[src/rtl/afu_pkg.sv]
// Shared types, function codes and lookup tables for the activation unit.
// Tables are built at elaboration from series and root routines; no deps.
package afu_pkg;

    localparam int FRAC_BITS = 12;
    localparam int TE        = 256;                 // table intervals
    localparam int TAB_AW    = $clog2(TE + 1);      // table index width
    localparam int LERP_SH   = 15 - $clog2(TE);     // fraction bits of |x| between points
    localparam int SH_Q      = 30 - FRAC_BITS;      // Q4.12 -> Q30
    localparam int SH_SQ     = 30 - 2 * FRAC_BITS;  // x^2 -> Q30
    localparam int SH_CUBE   = 3 * FRAC_BITS - 30;  // alpha*x^2 -> Q30

    localparam int DIV_QB    = 31;                  // quotient bits
    localparam int DIV_DW    = 37;                  // divisor width
    localparam int DIV_NEXP  = 60;                  // dividend is 2^60

    localparam logic [63:0] Q30      = 64'd1 << 30;
    localparam logic [30:0] ONE_Q30  = 31'h4000_0000;
    localparam logic [30:0] HALF_PI  = 31'd1686629713;
    localparam logic [30:0] SELU_LAM = 31'd1128180534;
    localparam logic [30:0] SELU_LA  = 31'd1887739361;
    localparam logic [14:0] LEAKY_SLOPE = 15'd41;

    localparam logic [3:0] FN_IDENT = 4'd0;
    localparam logic [3:0] FN_SIG   = 4'd1;
    localparam logic [3:0] FN_TANH  = 4'd2;
    localparam logic [3:0] FN_ATAN  = 4'd3;
    localparam logic [3:0] FN_SOFT  = 4'd4;
    localparam logic [3:0] FN_ISRU  = 4'd5;
    localparam logic [3:0] FN_RELU  = 4'd6;
    localparam logic [3:0] FN_LEAKY = 4'd7;
    localparam logic [3:0] FN_PRELU = 4'd8;
    localparam logic [3:0] FN_ELU   = 4'd9;
    localparam logic [3:0] FN_SELU  = 4'd10;

    localparam logic [1:0] CFG_FSEL  = 2'd0;
    localparam logic [1:0] CFG_ALPHA = 2'd1;

    typedef logic [30:0] t_tab [0:TE];

    // per-item data carried down the pipe
    typedef struct packed {
        logic        neg;
        logic        der;
        logic [15:0] ax;
        logic [30:0] tval;   // interpolated exp/tanh/atan
        logic [31:0] m;      // ISRU normalized sum
        logic [2:0]  k;      // ISRU scale exponent
        logic [30:0] q;      // divider quotient
        logic [39:0] imag;   // ISRU magnitude
    } t_item;

    function automatic logic [63:0] isqrt64(input logic [63:0] v_in);
        logic [63:0] v;
        logic [63:0] r;
        logic [63:0] b;
        v = v_in;
        r = 64'd0;
        b = 64'd1 << 62;
        for (int j = 0; j < 32; j++)
            if (b > v) b = b >> 2;
        for (int j = 0; j < 32; j++) begin
            if (b != 64'd0) begin
                if (v >= r + b) begin
                    v = v - (r + b);
                    r = (r >> 1) + b;
                end else begin
                    r = r >> 1;
                end
                b = b >> 2;
            end
        end
        return r;
    endfunction

    // long division, one quotient bit per step
    function automatic logic [63:0] udiv64(input logic [63:0] n, input logic [63:0] d);
        logic [63:0] q;
        logic [64:0] r;
        q = 64'd0;
        r = 65'd0;
        for (int j = 63; j >= 0; j--) begin
            r = {r[63:0], n[j]};
            if (r >= {1'b0, d}) begin
                r = r - {1'b0, d};
                q[j] = 1'b1;
            end
        end
        return q;
    endfunction

    function automatic logic [63:0] gen_exp(input logic [63:0] u);
        logic [63:0] v;
        logic [63:0] sum;
        logic [63:0] term;
        int s;
        s = 0;
        for (int j = 0; j < 64; j++)
            if ((u >> s) > (Q30 >> 1)) s = s + 1;
        v = u >> s;
        sum = Q30;
        term = Q30;
        for (int k = 1; k <= 20; k++) begin
            term = ((term * v) >> 30) / 64'(k);
            if ((k & 1) == 1) sum = sum - term;
            else sum = sum + term;
        end
        for (int j = 0; j < 64; j++)
            if (j < s) sum = (sum * sum) >> 30;
        return sum;
    endfunction

    function automatic logic [63:0] gen_atan(input logic [63:0] a_in);
        logic        flip;
        logic [63:0] a;
        logic [63:0] z2;
        logic [63:0] p;
        logic [63:0] sum;
        a = a_in;
        flip = a > Q30;
        if (flip) a = udiv64(Q30 << 30, a);
        for (int k = 0; k < 2; k++)
            a = udiv64(a << 30, Q30 + isqrt64((Q30 << 30) + a * a));
        z2 = (a * a) >> 30;
        p = a;
        sum = a;
        for (int k = 1; k <= 10; k++) begin
            p = (p * z2) >> 30;
            if ((k & 1) == 1) sum = sum - p / 64'(2 * k + 1);
            else sum = sum + p / 64'(2 * k + 1);
        end
        sum = sum << 2;
        return flip ? (64'(HALF_PI) - sum) : sum;
    endfunction

    function automatic t_tab build_exp();
        t_tab t;
        for (int i = 0; i <= TE; i++)
            t[i] = 31'(gen_exp((64'(i) << (45 - FRAC_BITS)) / 64'(TE)));
        return t;
    endfunction

    function automatic t_tab build_tanh();
        t_tab t;
        logic [63:0] e;
        logic [63:0] e2;
        for (int i = 0; i <= TE; i++) begin
            e = gen_exp((64'(i) << (45 - FRAC_BITS)) / 64'(TE));
            e2 = (e * e) >> 30;
            t[i] = 31'(udiv64((Q30 - e2) << 30, Q30 + e2));
        end
        return t;
    endfunction

    function automatic t_tab build_atan();
        t_tab t;
        for (int i = 0; i <= TE; i++)
            t[i] = 31'(gen_atan((64'(i) << (45 - FRAC_BITS)) / 64'(TE)));
        return t;
    endfunction

    function automatic t_tab build_rsq();
        t_tab t;
        logic [63:0] m;
        for (int i = 0; i <= TE; i++) begin
            m = Q30 + (64'd3 * Q30 * 64'(i)) / 64'(TE);
            t[i] = 31'(udiv64(Q30 << 30, isqrt64(m << 30)));
        end
        return t;
    endfunction

    localparam t_tab EXP_TAB  = build_exp();
    localparam t_tab TANH_TAB = build_tanh();
    localparam t_tab ATAN_TAB = build_atan();
    localparam t_tab RSQ_TAB  = build_rsq();

endpackage

[src/rtl/afu_back.sv]
// Back end: per-function operand select, one multiply, round and saturate.
// Three register stages, the last is the output register; uses afu_pkg.
module afu_back import afu_pkg::*; (
    input  logic               i_clk,
    input  logic               i_rst_n,
    input  logic               i_en,
    input  logic               i_vld,
    input  t_item              i_item,
    input  logic [3:0]         i_fsel,
    input  logic [14:0]        i_alpha,
    output logic               o_vld,
    output logic signed [15:0] o_y_value,
    output logic               o_saturated
);

    localparam logic [1:0] SH_DIRECT = 2'd0;
    localparam logic [1:0] SH_R30    = 2'd1;
    localparam logic [1:0] SH_R12    = 2'd2;
    localparam logic [1:0] SH_L6     = 2'd3;

    logic [2:0] r_vld;

    logic [30:0] n1_a, n1_b, r1_a, r1_b;
    logic [1:0]  n1_sh, r1_sh;
    logic [39:0] n1_dmag, r1_dmag;
    logic        n1_psub, r1_psub, n1_rneg, r1_rneg;
    logic [14:0] w_slope;
    logic [39:0] w_axq;

    logic [61:0] w_p;
    logic [39:0] r2_mag;
    logic        r2_psub, r2_rneg;

    logic [39:0] w_mm;
    logic [22:0] w_rnd;
    logic [15:0] r3_y;
    logic        r3_sat;

    always_ff @(posedge i_clk) begin
        if (!i_rst_n) begin
            r_vld <= '0;
        end else if (i_en) begin
            r_vld <= {r_vld[1:0], i_vld};
        end
    end

    always_comb begin
        n1_a    = '0;
        n1_b    = '0;
        n1_sh   = SH_DIRECT;
        n1_dmag = '0;
        n1_psub = 1'b0;
        n1_rneg = 1'b0;
        w_slope = (i_fsel == FN_LEAKY) ? LEAKY_SLOPE : i_alpha;
        w_axq   = 40'(i_item.ax) << SH_Q;
        case (i_fsel)
            FN_SIG: begin
                if (i_item.der) begin
                    n1_a  = i_item.q;
                    n1_b  = ONE_Q30 - i_item.q;
                    n1_sh = SH_R30;
                end else begin
                    n1_dmag = 40'(i_item.neg ? (ONE_Q30 - i_item.q) : i_item.q);
                end
            end
            FN_TANH: begin
                if (i_item.der) begin
                    n1_a    = i_item.tval;
                    n1_b    = i_item.tval;
                    n1_sh   = SH_R30;
                    n1_psub = 1'b1;
                end else begin
                    n1_dmag = 40'(i_item.tval);
                    n1_rneg = i_item.neg;
                end
            end
            FN_ATAN: begin
                if (i_item.der) begin
                    n1_dmag = 40'(i_item.q);
                end else begin
                    n1_dmag = 40'(i_item.tval);
                    n1_rneg = i_item.neg;
                end
            end
            FN_SOFT: begin
                if (i_item.der) begin
                    n1_a  = i_item.q;
                    n1_b  = i_item.q;
                    n1_sh = SH_R30;
                end else begin
                    n1_dmag = 40'(ONE_Q30 - i_item.q);
                    n1_rneg = i_item.neg;
                end
            end
            FN_ISRU: begin
                n1_dmag = i_item.imag;
                n1_rneg = i_item.neg & ~i_item.der;
            end
            FN_RELU: begin
                if (i_item.neg)      n1_dmag = '0;
                else if (i_item.der) n1_dmag = 40'(ONE_Q30);
                else                 n1_dmag = w_axq;
            end
            FN_LEAKY, FN_PRELU: begin
                if (!i_item.neg) begin
                    n1_dmag = i_item.der ? 40'(ONE_Q30) : w_axq;
                end else if (i_item.der) begin
                    n1_dmag = 40'(w_slope) << SH_Q;
                end else begin
                    n1_a    = 31'(i_item.ax);
                    n1_b    = 31'(w_slope);
                    n1_sh   = SH_L6;
                    n1_rneg = 1'b1;
                end
            end
            FN_ELU: begin
                if (!i_item.neg) begin
                    n1_dmag = i_item.der ? 40'(ONE_Q30) : w_axq;
                end else begin
                    n1_a    = 31'(i_alpha);
                    n1_b    = i_item.der ? i_item.tval : (ONE_Q30 - i_item.tval);
                    n1_sh   = SH_R12;
                    n1_rneg = ~i_item.der;
                end
            end
            FN_SELU: begin
                if (!i_item.neg) begin
                    if (i_item.der) begin
                        n1_dmag = 40'(SELU_LAM);
                    end else begin
                        n1_a  = 31'(i_item.ax);
                        n1_b  = SELU_LAM;
                        n1_sh = SH_R12;
                    end
                end else begin
                    n1_a    = SELU_LA;
                    n1_b    = i_item.der ? i_item.tval : (ONE_Q30 - i_item.tval);
                    n1_sh   = SH_R30;
                    n1_rneg = ~i_item.der;
                end
            end
            default: begin
                // identity, also for the unused selector codes
                n1_dmag = i_item.der ? 40'(ONE_Q30) : w_axq;
                n1_rneg = i_item.neg & ~i_item.der;
            end
        endcase
    end

    always_ff @(posedge i_clk) begin
        if (i_en) begin
            r1_a    <= n1_a;
            r1_b    <= n1_b;
            r1_sh   <= n1_sh;
            r1_dmag <= n1_dmag;
            r1_psub <= n1_psub;
            r1_rneg <= n1_rneg;
        end
    end

    assign w_p = 62'(r1_a) * 62'(r1_b);

    always_ff @(posedge i_clk) begin
        if (i_en) begin
            r2_psub <= r1_psub;
            r2_rneg <= r1_rneg;
            case (r1_sh)
                SH_R30:  r2_mag <= 40'(w_p >> 30);
                SH_R12:  r2_mag <= 40'(w_p >> FRAC_BITS);
                SH_L6:   r2_mag <= 40'(w_p) << SH_SQ;
                default: r2_mag <= r1_dmag;
            endcase
        end
    end

    // round half away from zero on the magnitude, then clip
    always_comb begin
        w_mm  = r2_psub ? (40'(ONE_Q30) - r2_mag) : r2_mag;
        w_rnd = 23'((41'(w_mm) + (41'd1 << (SH_Q - 1))) >> SH_Q);
    end

    always_ff @(posedge i_clk) begin
        if (i_en) begin
            if (r2_rneg) begin
                if (w_rnd > 23'd32768) begin
                    r3_y   <= 16'h8000;
                    r3_sat <= 1'b1;
                end else begin
                    r3_y   <= 16'd0 - w_rnd[15:0];
                    r3_sat <= 1'b0;
                end
            end else begin
                if (w_rnd > 23'd32767) begin
                    r3_y   <= 16'h7FFF;
                    r3_sat <= 1'b1;
                end else begin
                    r3_y   <= w_rnd[15:0];
                    r3_sat <= 1'b0;
                end
            end
        end
    end

    assign o_vld       = r_vld[2];
    assign o_y_value   = r3_y;
    assign o_saturated = r3_sat;

endmodule

[config.mk]
export PLATFORM = sky130hd
export DESIGN_NAME = afu_back
export DESIGN_NICKNAME = d
export VERILOG_FILES = /design/src/rtl/afu_pkg.sv /design/src/rtl/afu_back.sv
export SDC_FILE = /design/constraint.sdc
export NUM_CORES = 2
export LEC_CHECK = 0
export BUFFER_PORTS_ARGS = -buffer_cell sky130_fd_sc_hd__buf_2
export CORE_UTILIZATION = 59
export CTS_CLUSTER_SIZE = 14
export DETAILED_ROUTE_END_ITERATION = 12
export PLACE_DENSITY = 0.74
export SLEW_MARGIN = 30
export SYNTH_ARGS = -nofsm -noshare
export SYNTH_HDL_FRONTEND = slang
export SYNTH_SLANG_ARGS = --single-unit
[constraint.sdc]
create_clock -name i_clk -period 8.7 [get_ports i_clk]
set_clock_uncertainty 0.05 [all_clocks]
set_input_delay 0.435 -clock i_clk [delete_from_list [all_inputs] [get_ports i_clk]]
set_output_delay 0.435 -clock i_clk [all_outputs]
set_load 0.1 [all_outputs]
Yosys cells after proc, flatten, opt, wreduce, memory -nomap -nowiden:

Cells that the tools add are included.

* order comparisons: 2
* bitwise gates (word level): 2
* reductions and logical operators: 7
* multiplexer cells: 49
* eq/ne operators: 13
* $mul: 1
* add/subtract/negate cells: 6

Operators with widths (number)
* $mux 31: 12
* $pmux 40 s8: 1
* $pmux 31 s6: 1
* $mux 40: 4
* $pmux 31 s5: 1
* $pmux 40 s3: 1
* $mux 34: 3
* $mux 16: 5
* $mul 31x31->62: 1
* $sub 31x31->31 const A: 2
* $mux 15: 4
* $add 40x18->41 const B: 1
* $sub 31x40->40 const A: 1
* $mux 33: 1
* $sub 31x31->32 const A: 1
* $gt 23x15->1 const B: 1
* $gt 23x16->1 const B: 1
* $eq 4x3->1 const B: 4
* $sub 1x16->16 const A: 1
* $eq 4x4->1 const B: 3
* $mux 2: 5
* $reduce_or 2->1: 5
* $mux 1: 9
* $eq 4x2->1 const B: 2
* other kinds (8): 10

* output and inout port bits: 18
* logic and storage cells: 92
* register bits after elaboration: 168

Depth between registers and ports, before layout:

* depth in word-level cells: 6
* mapped depth: 31
* depth with buffers taken out: 29

Least setup slack after synthesis:

No wires, ideal clock.

* kind: register -> register
* start: reg r1_b[21]
* end: reg r2_mag[23] (data pin)
* required time: 8.378 ns
* setup slack: 0.783 ns
* buffers on the path: 2
* data arrival time: 7.595 ns
* library setup time: 0.272 ns
* stages on the path, launching flop included: 27
* clock period less this slack: 7.917 ns
* path through: edfxtp_1 -> clkbuf_1 -> and2_1 -> fa_1 -> inv_1 -> fa_1 -> inv_1 -> fa_1 -> fa_1 -> fa_1 -> fa_1 -> fa_1 -> inv_1 -> fa_1 -> inv_1 -> ha_1 -> clkbuf_1 -> a21o_1 -> a21o_1 -> a221oi_1 -> o21a_1 -> o21ai_0 -> or3b_2 -> o2111ai_1 -> nand3_1 -> xor2_1 -> mux4_2

* cells in the longest elaborated chain, start to end: 2

RTL lines
* start: declaration: RTL line afu_back.sv:23 `logic [30:0] n1_a, n1_b, r1_a, r1_b;`
* start signal: assignment: RTL line afu_back.sv:153 `r1_b <= n1_b;`
* $mul 31x31->62: RTL line afu_back.sv:161 `assign w_p = 62'(r1_a) * 62'(r1_b);`
* $pmux 40 s3: RTL line afu_back.sv:167 `case (r1_sh)`
* end signal: assignment: RTL line afu_back.sv:168 `SH_R30: r2_mag <= 40'(w_p >> 30);`
* end signal: assignment: RTL line afu_back.sv:169 `SH_R12: r2_mag <= 40'(w_p >> FRAC_BITS);`
* end signal: assignment: RTL line afu_back.sv:170 `SH_L6: r2_mag <= 40'(w_p) << SH_SQ;`
* end: declaration: RTL line afu_back.sv:31 `logic [39:0] r2_mag;`

No other way between the ends.
A chain may end at the register's enable or synchronous reset.

Worst setup path after layout:

* start: reg r1_b[11]
* end: reg r2_mag[30] (data pin)

The elaborated chain is that of the path after synthesis.

==> out/qor.yml <==
outcome: "finished, violations left"
violations: "DRC"
whs_ns: 0.127
routed_via_density: 6.15
grtUsageMet2: 0.585
tightest_slew_ns: 1.10
crit_type: "reg2reg"
crit_top_cell: "fa_1"
grt_pass1_wl_um: 212000
fp.dieArea_um2: 75600
fin_setup_tns_ns: 0
timing.slew.headroom: 0.266
async_reset_ff_frac: 0
post-route-period-util: 0.982
overflow: 0
rows: 99
rr_startpoint: "r1_b[11]"
ff2ff_path_depth: 24
max_freq_ghz: 0.117
cp_num_buf_inv: 3
synth_flop_cell: "edfxtp_1"
finalNetCount: 6140
yosysMostFrequentCell: "fa_1"
timing.rr.end: "r2_mag[30]"
setup_violations: 0
cp_slowest_stage_delay_ns: 0.72
synth_common_cells: "fa_1 (837), inv_1 (796), nand2_1 (618)"
start_kind: "flip-flop"
core_um2: 73300
syn_area_um2: 44000
insertion_delay_ns: 0.49
crit_family: "adder cells"
crit_path_cell_trace: "buf_4 -> and2_1 -> fa_1 -> fa_1 -> inv_1 -> fa_1 -> fa_1 -> inv_1 -> fa_1 -> fa_1 -> fa_1 -> fa_1 -> ha_1 -> a21oi_1 -> o21bai_1 -> a21o_1 -> a21oi_1 -> o211ai_1 -> o211ai_1 -> a31oi_1 -> a221o_1 -> a21oi_1 -> mux2i_1 -> a21boi_0"
drive_gt1_frac: 0.0828
rrSetupSlack_ns: 0.16
hpwl_um: 110000
io_buffers: 160
fill_cells: 6117
slew_viol_final: 0
seq_area_frac_synth: 0.114
wire_per_inst_um: 23.1
syn_avg_cell_area_um2: 9.03
maxCapViolCount: 0
multi_input_area_um2: 34800
cts_root_buf: "clkbuf_16"
grt_use_met3: 0.0523
tritoncts: "built"
syn_to_final_growth_pct: 6.19
fp.dieW_um: 275
grt_max_degree: 107
final_cells: 5841
synth_top_area_cell: "fa_1"
drt_iter0_markers: 3792
cts_sinks: 168
endpoint_kind: "flip-flop"
synth_edf_count: 165
firstDrtPassIters: 12
cp-endpoint: "r2_mag[30]"
ys_seq_elements: 168
grt_pass1_vias: 36100
initial_core_util: 0.600
met1_usage: 0.498
drtAntennaViolNets: 0
dieHeight_um: 275
grt_busiest_layer: "met2"
fin_crit_ns: 8.54
crit_fanout: 20
seq_area_um2: 5010
clk_pin_slew_ns: 0.07
dp_cells: 5790
ctsHoldBuffers: 0
clockBufferDepth: 2
rsz0062_at_grt: "false"
io_pins: 196
cp.arrival_ns: 8.66
place_congestion: 1.04
drc_errors: 2
yosys_warnings: 0
h-tree-depth: 4
worst-path-stages: 24
synth_cells: 4870
grt_usage: 0.371
synth_cell_types: 92
synthTopCellsByArea: "fa_1 (38%), edfxtp_1 (11%), ha_1 (7.4%)"
synth_top_area_frac: 0.381
num_vias: 35900
startpoint: "r1_b[11]"
drt-total-wl_um: 135000
cts_buffers: 17
hold_viol: 0
antenna_found_initial: 4
hold_path_class: "in2reg"
syn_nets: 6145
worst_path_max_delay_cell: "edfxtp_1"
crit_required_ns: 8.82
-- per-layer routing --
| metal | vias up | part of all wire |
|---|---|---|
| met5 | - | 0 |
| met4 | 0 | 0.062 |
| met3 | 365 | 0.083 |
| met2 | 1802 | 0.46 |
| met1 | 18200 | 0.39 |
| li1 | 15600 | - |
-- worst register-to-register path, delay by kind of cell, from the launching register on --
kind            cells  cell delay, ns
buf+inv             3            0.47
flops               1            0.72
mux                 1            0.29
compound gates     10            2.22
simple gates        1            0.20
fa+ha+maj           9            4.27
-- cell type report --
class                      count  share of cell area
clock buffer                  17             0.00911
multi-input combinational   3574               0.745
inverter                     798              0.0642
tap                          959              0.0257
clock inverter                15             0.00340
antenna                        4            0.000214
timing repair buffer         306              0.0454
sequential                   168               0.107
-- stage by stage --
stage	util	area, um2	setup slack (ns)
after floorplan	-	44000	0.783
after global placement	0.626	45900	0.300
after detailed placement	0.626	45900	0.235
after CTS	0.634	46500	0.206
after global routing	0.637	46700	0.00242
final	0.637	46700	0.160
-- logic make-up after synthesis --
logic type / Yosys count / synth area share
xor gates and xnor gates: 135 / 0.0273
muxes: 37 / 0.0127
DFF: 168 / 0.114
adders and majority gates: 1097 / 0.455
and+or+nand+nor: 1586 / 0.182
AOI/OAI and AO/OA: 719 / 0.113
buffers and inverters: 1128 / 0.0967
-- worst min-delay path by stage --
stage | startpoint | endpoint | slack, ns | cells after the start
finish | i_rst_n | r_vld[1] | 0.13 | 2
global route | i_rst_n | r_vld[0] | 0.15 | 2
CTS | i_rst_n | r_vld[1] | 0.11 | 2
detailed placement | r1_rneg | r2_rneg | 0.36 | 0
global placement | r1_psub | r2_psub | 0.35 | 0
floorplan | r1_psub | r2_psub | 0.35 | 0
-- sequential cells by signal, summed over array words and instances, names as in the netlist --
| signal | flops |
|---|---|
| o_saturated | 1 |
| o_y_value | 16 |
| r1_a | 31 |
| r1_b | 31 |
| r1_dmag | 40 |
| r1_psub | 1 |
| r1_rneg | 1 |
| r1_sh | 2 |
| r2_mag | 40 |
| r2_psub | 1 |
| r2_rneg | 1 |
| r_vld | 3 |
-- cell usage in the layout, fill, tap and decap left out, types with 13 or more instances in the layout --
master | Yosys | routed
and3_1 | 27 | 27
nand3_1 | 53 | 53
nor2b_1 | 25 | 25
or3_1 | 28 | 28
xor2_1 | 39 | 39
a222oi_1 | 16 | 16
a31oi_1 | 22 | 22
buf_4 | 0 | 128
a211oi_1 | 14 | 13
nor4_1 | 18 | 18
fa_1 | 837 | 837
a22oi_1 | 53 | 53
buf_2 | 1 | 159
o211ai_1 | 18 | 18
xnor2_1 | 95 | 95
nand2_1 | 618 | 617
clkbuf_16 | 0 | 17
and2_1 | 516 | 516
inv_1 | 796 | 796
mux2i_1 | 20 | 20
nor3_1 | 49 | 44
a22o_1 | 28 | 28
a221oi_1 | 29 | 29
o221ai_1 | 23 | 23
o21ai_0 | 135 | 134
mux4_2 | 15 | 15
a221o_1 | 23 | 23
a21oi_1 | 168 | 166
a21o_1 | 62 | 62
nand4_1 | 23 | 23
buf_12 | 0 | 17
edfxtp_1 | 165 | 165
nor2_1 | 155 | 153
ha_1 | 260 | 260
-- timing repair --
action                     in CTS  in global routing
resized for setup               0                  2
setup endpoints to repair       0                  7
buffers inserted                0                 15
Power is not shown: default switching activity piles up to over one toggle a cycle in this logic, so the estimate is an artifact.
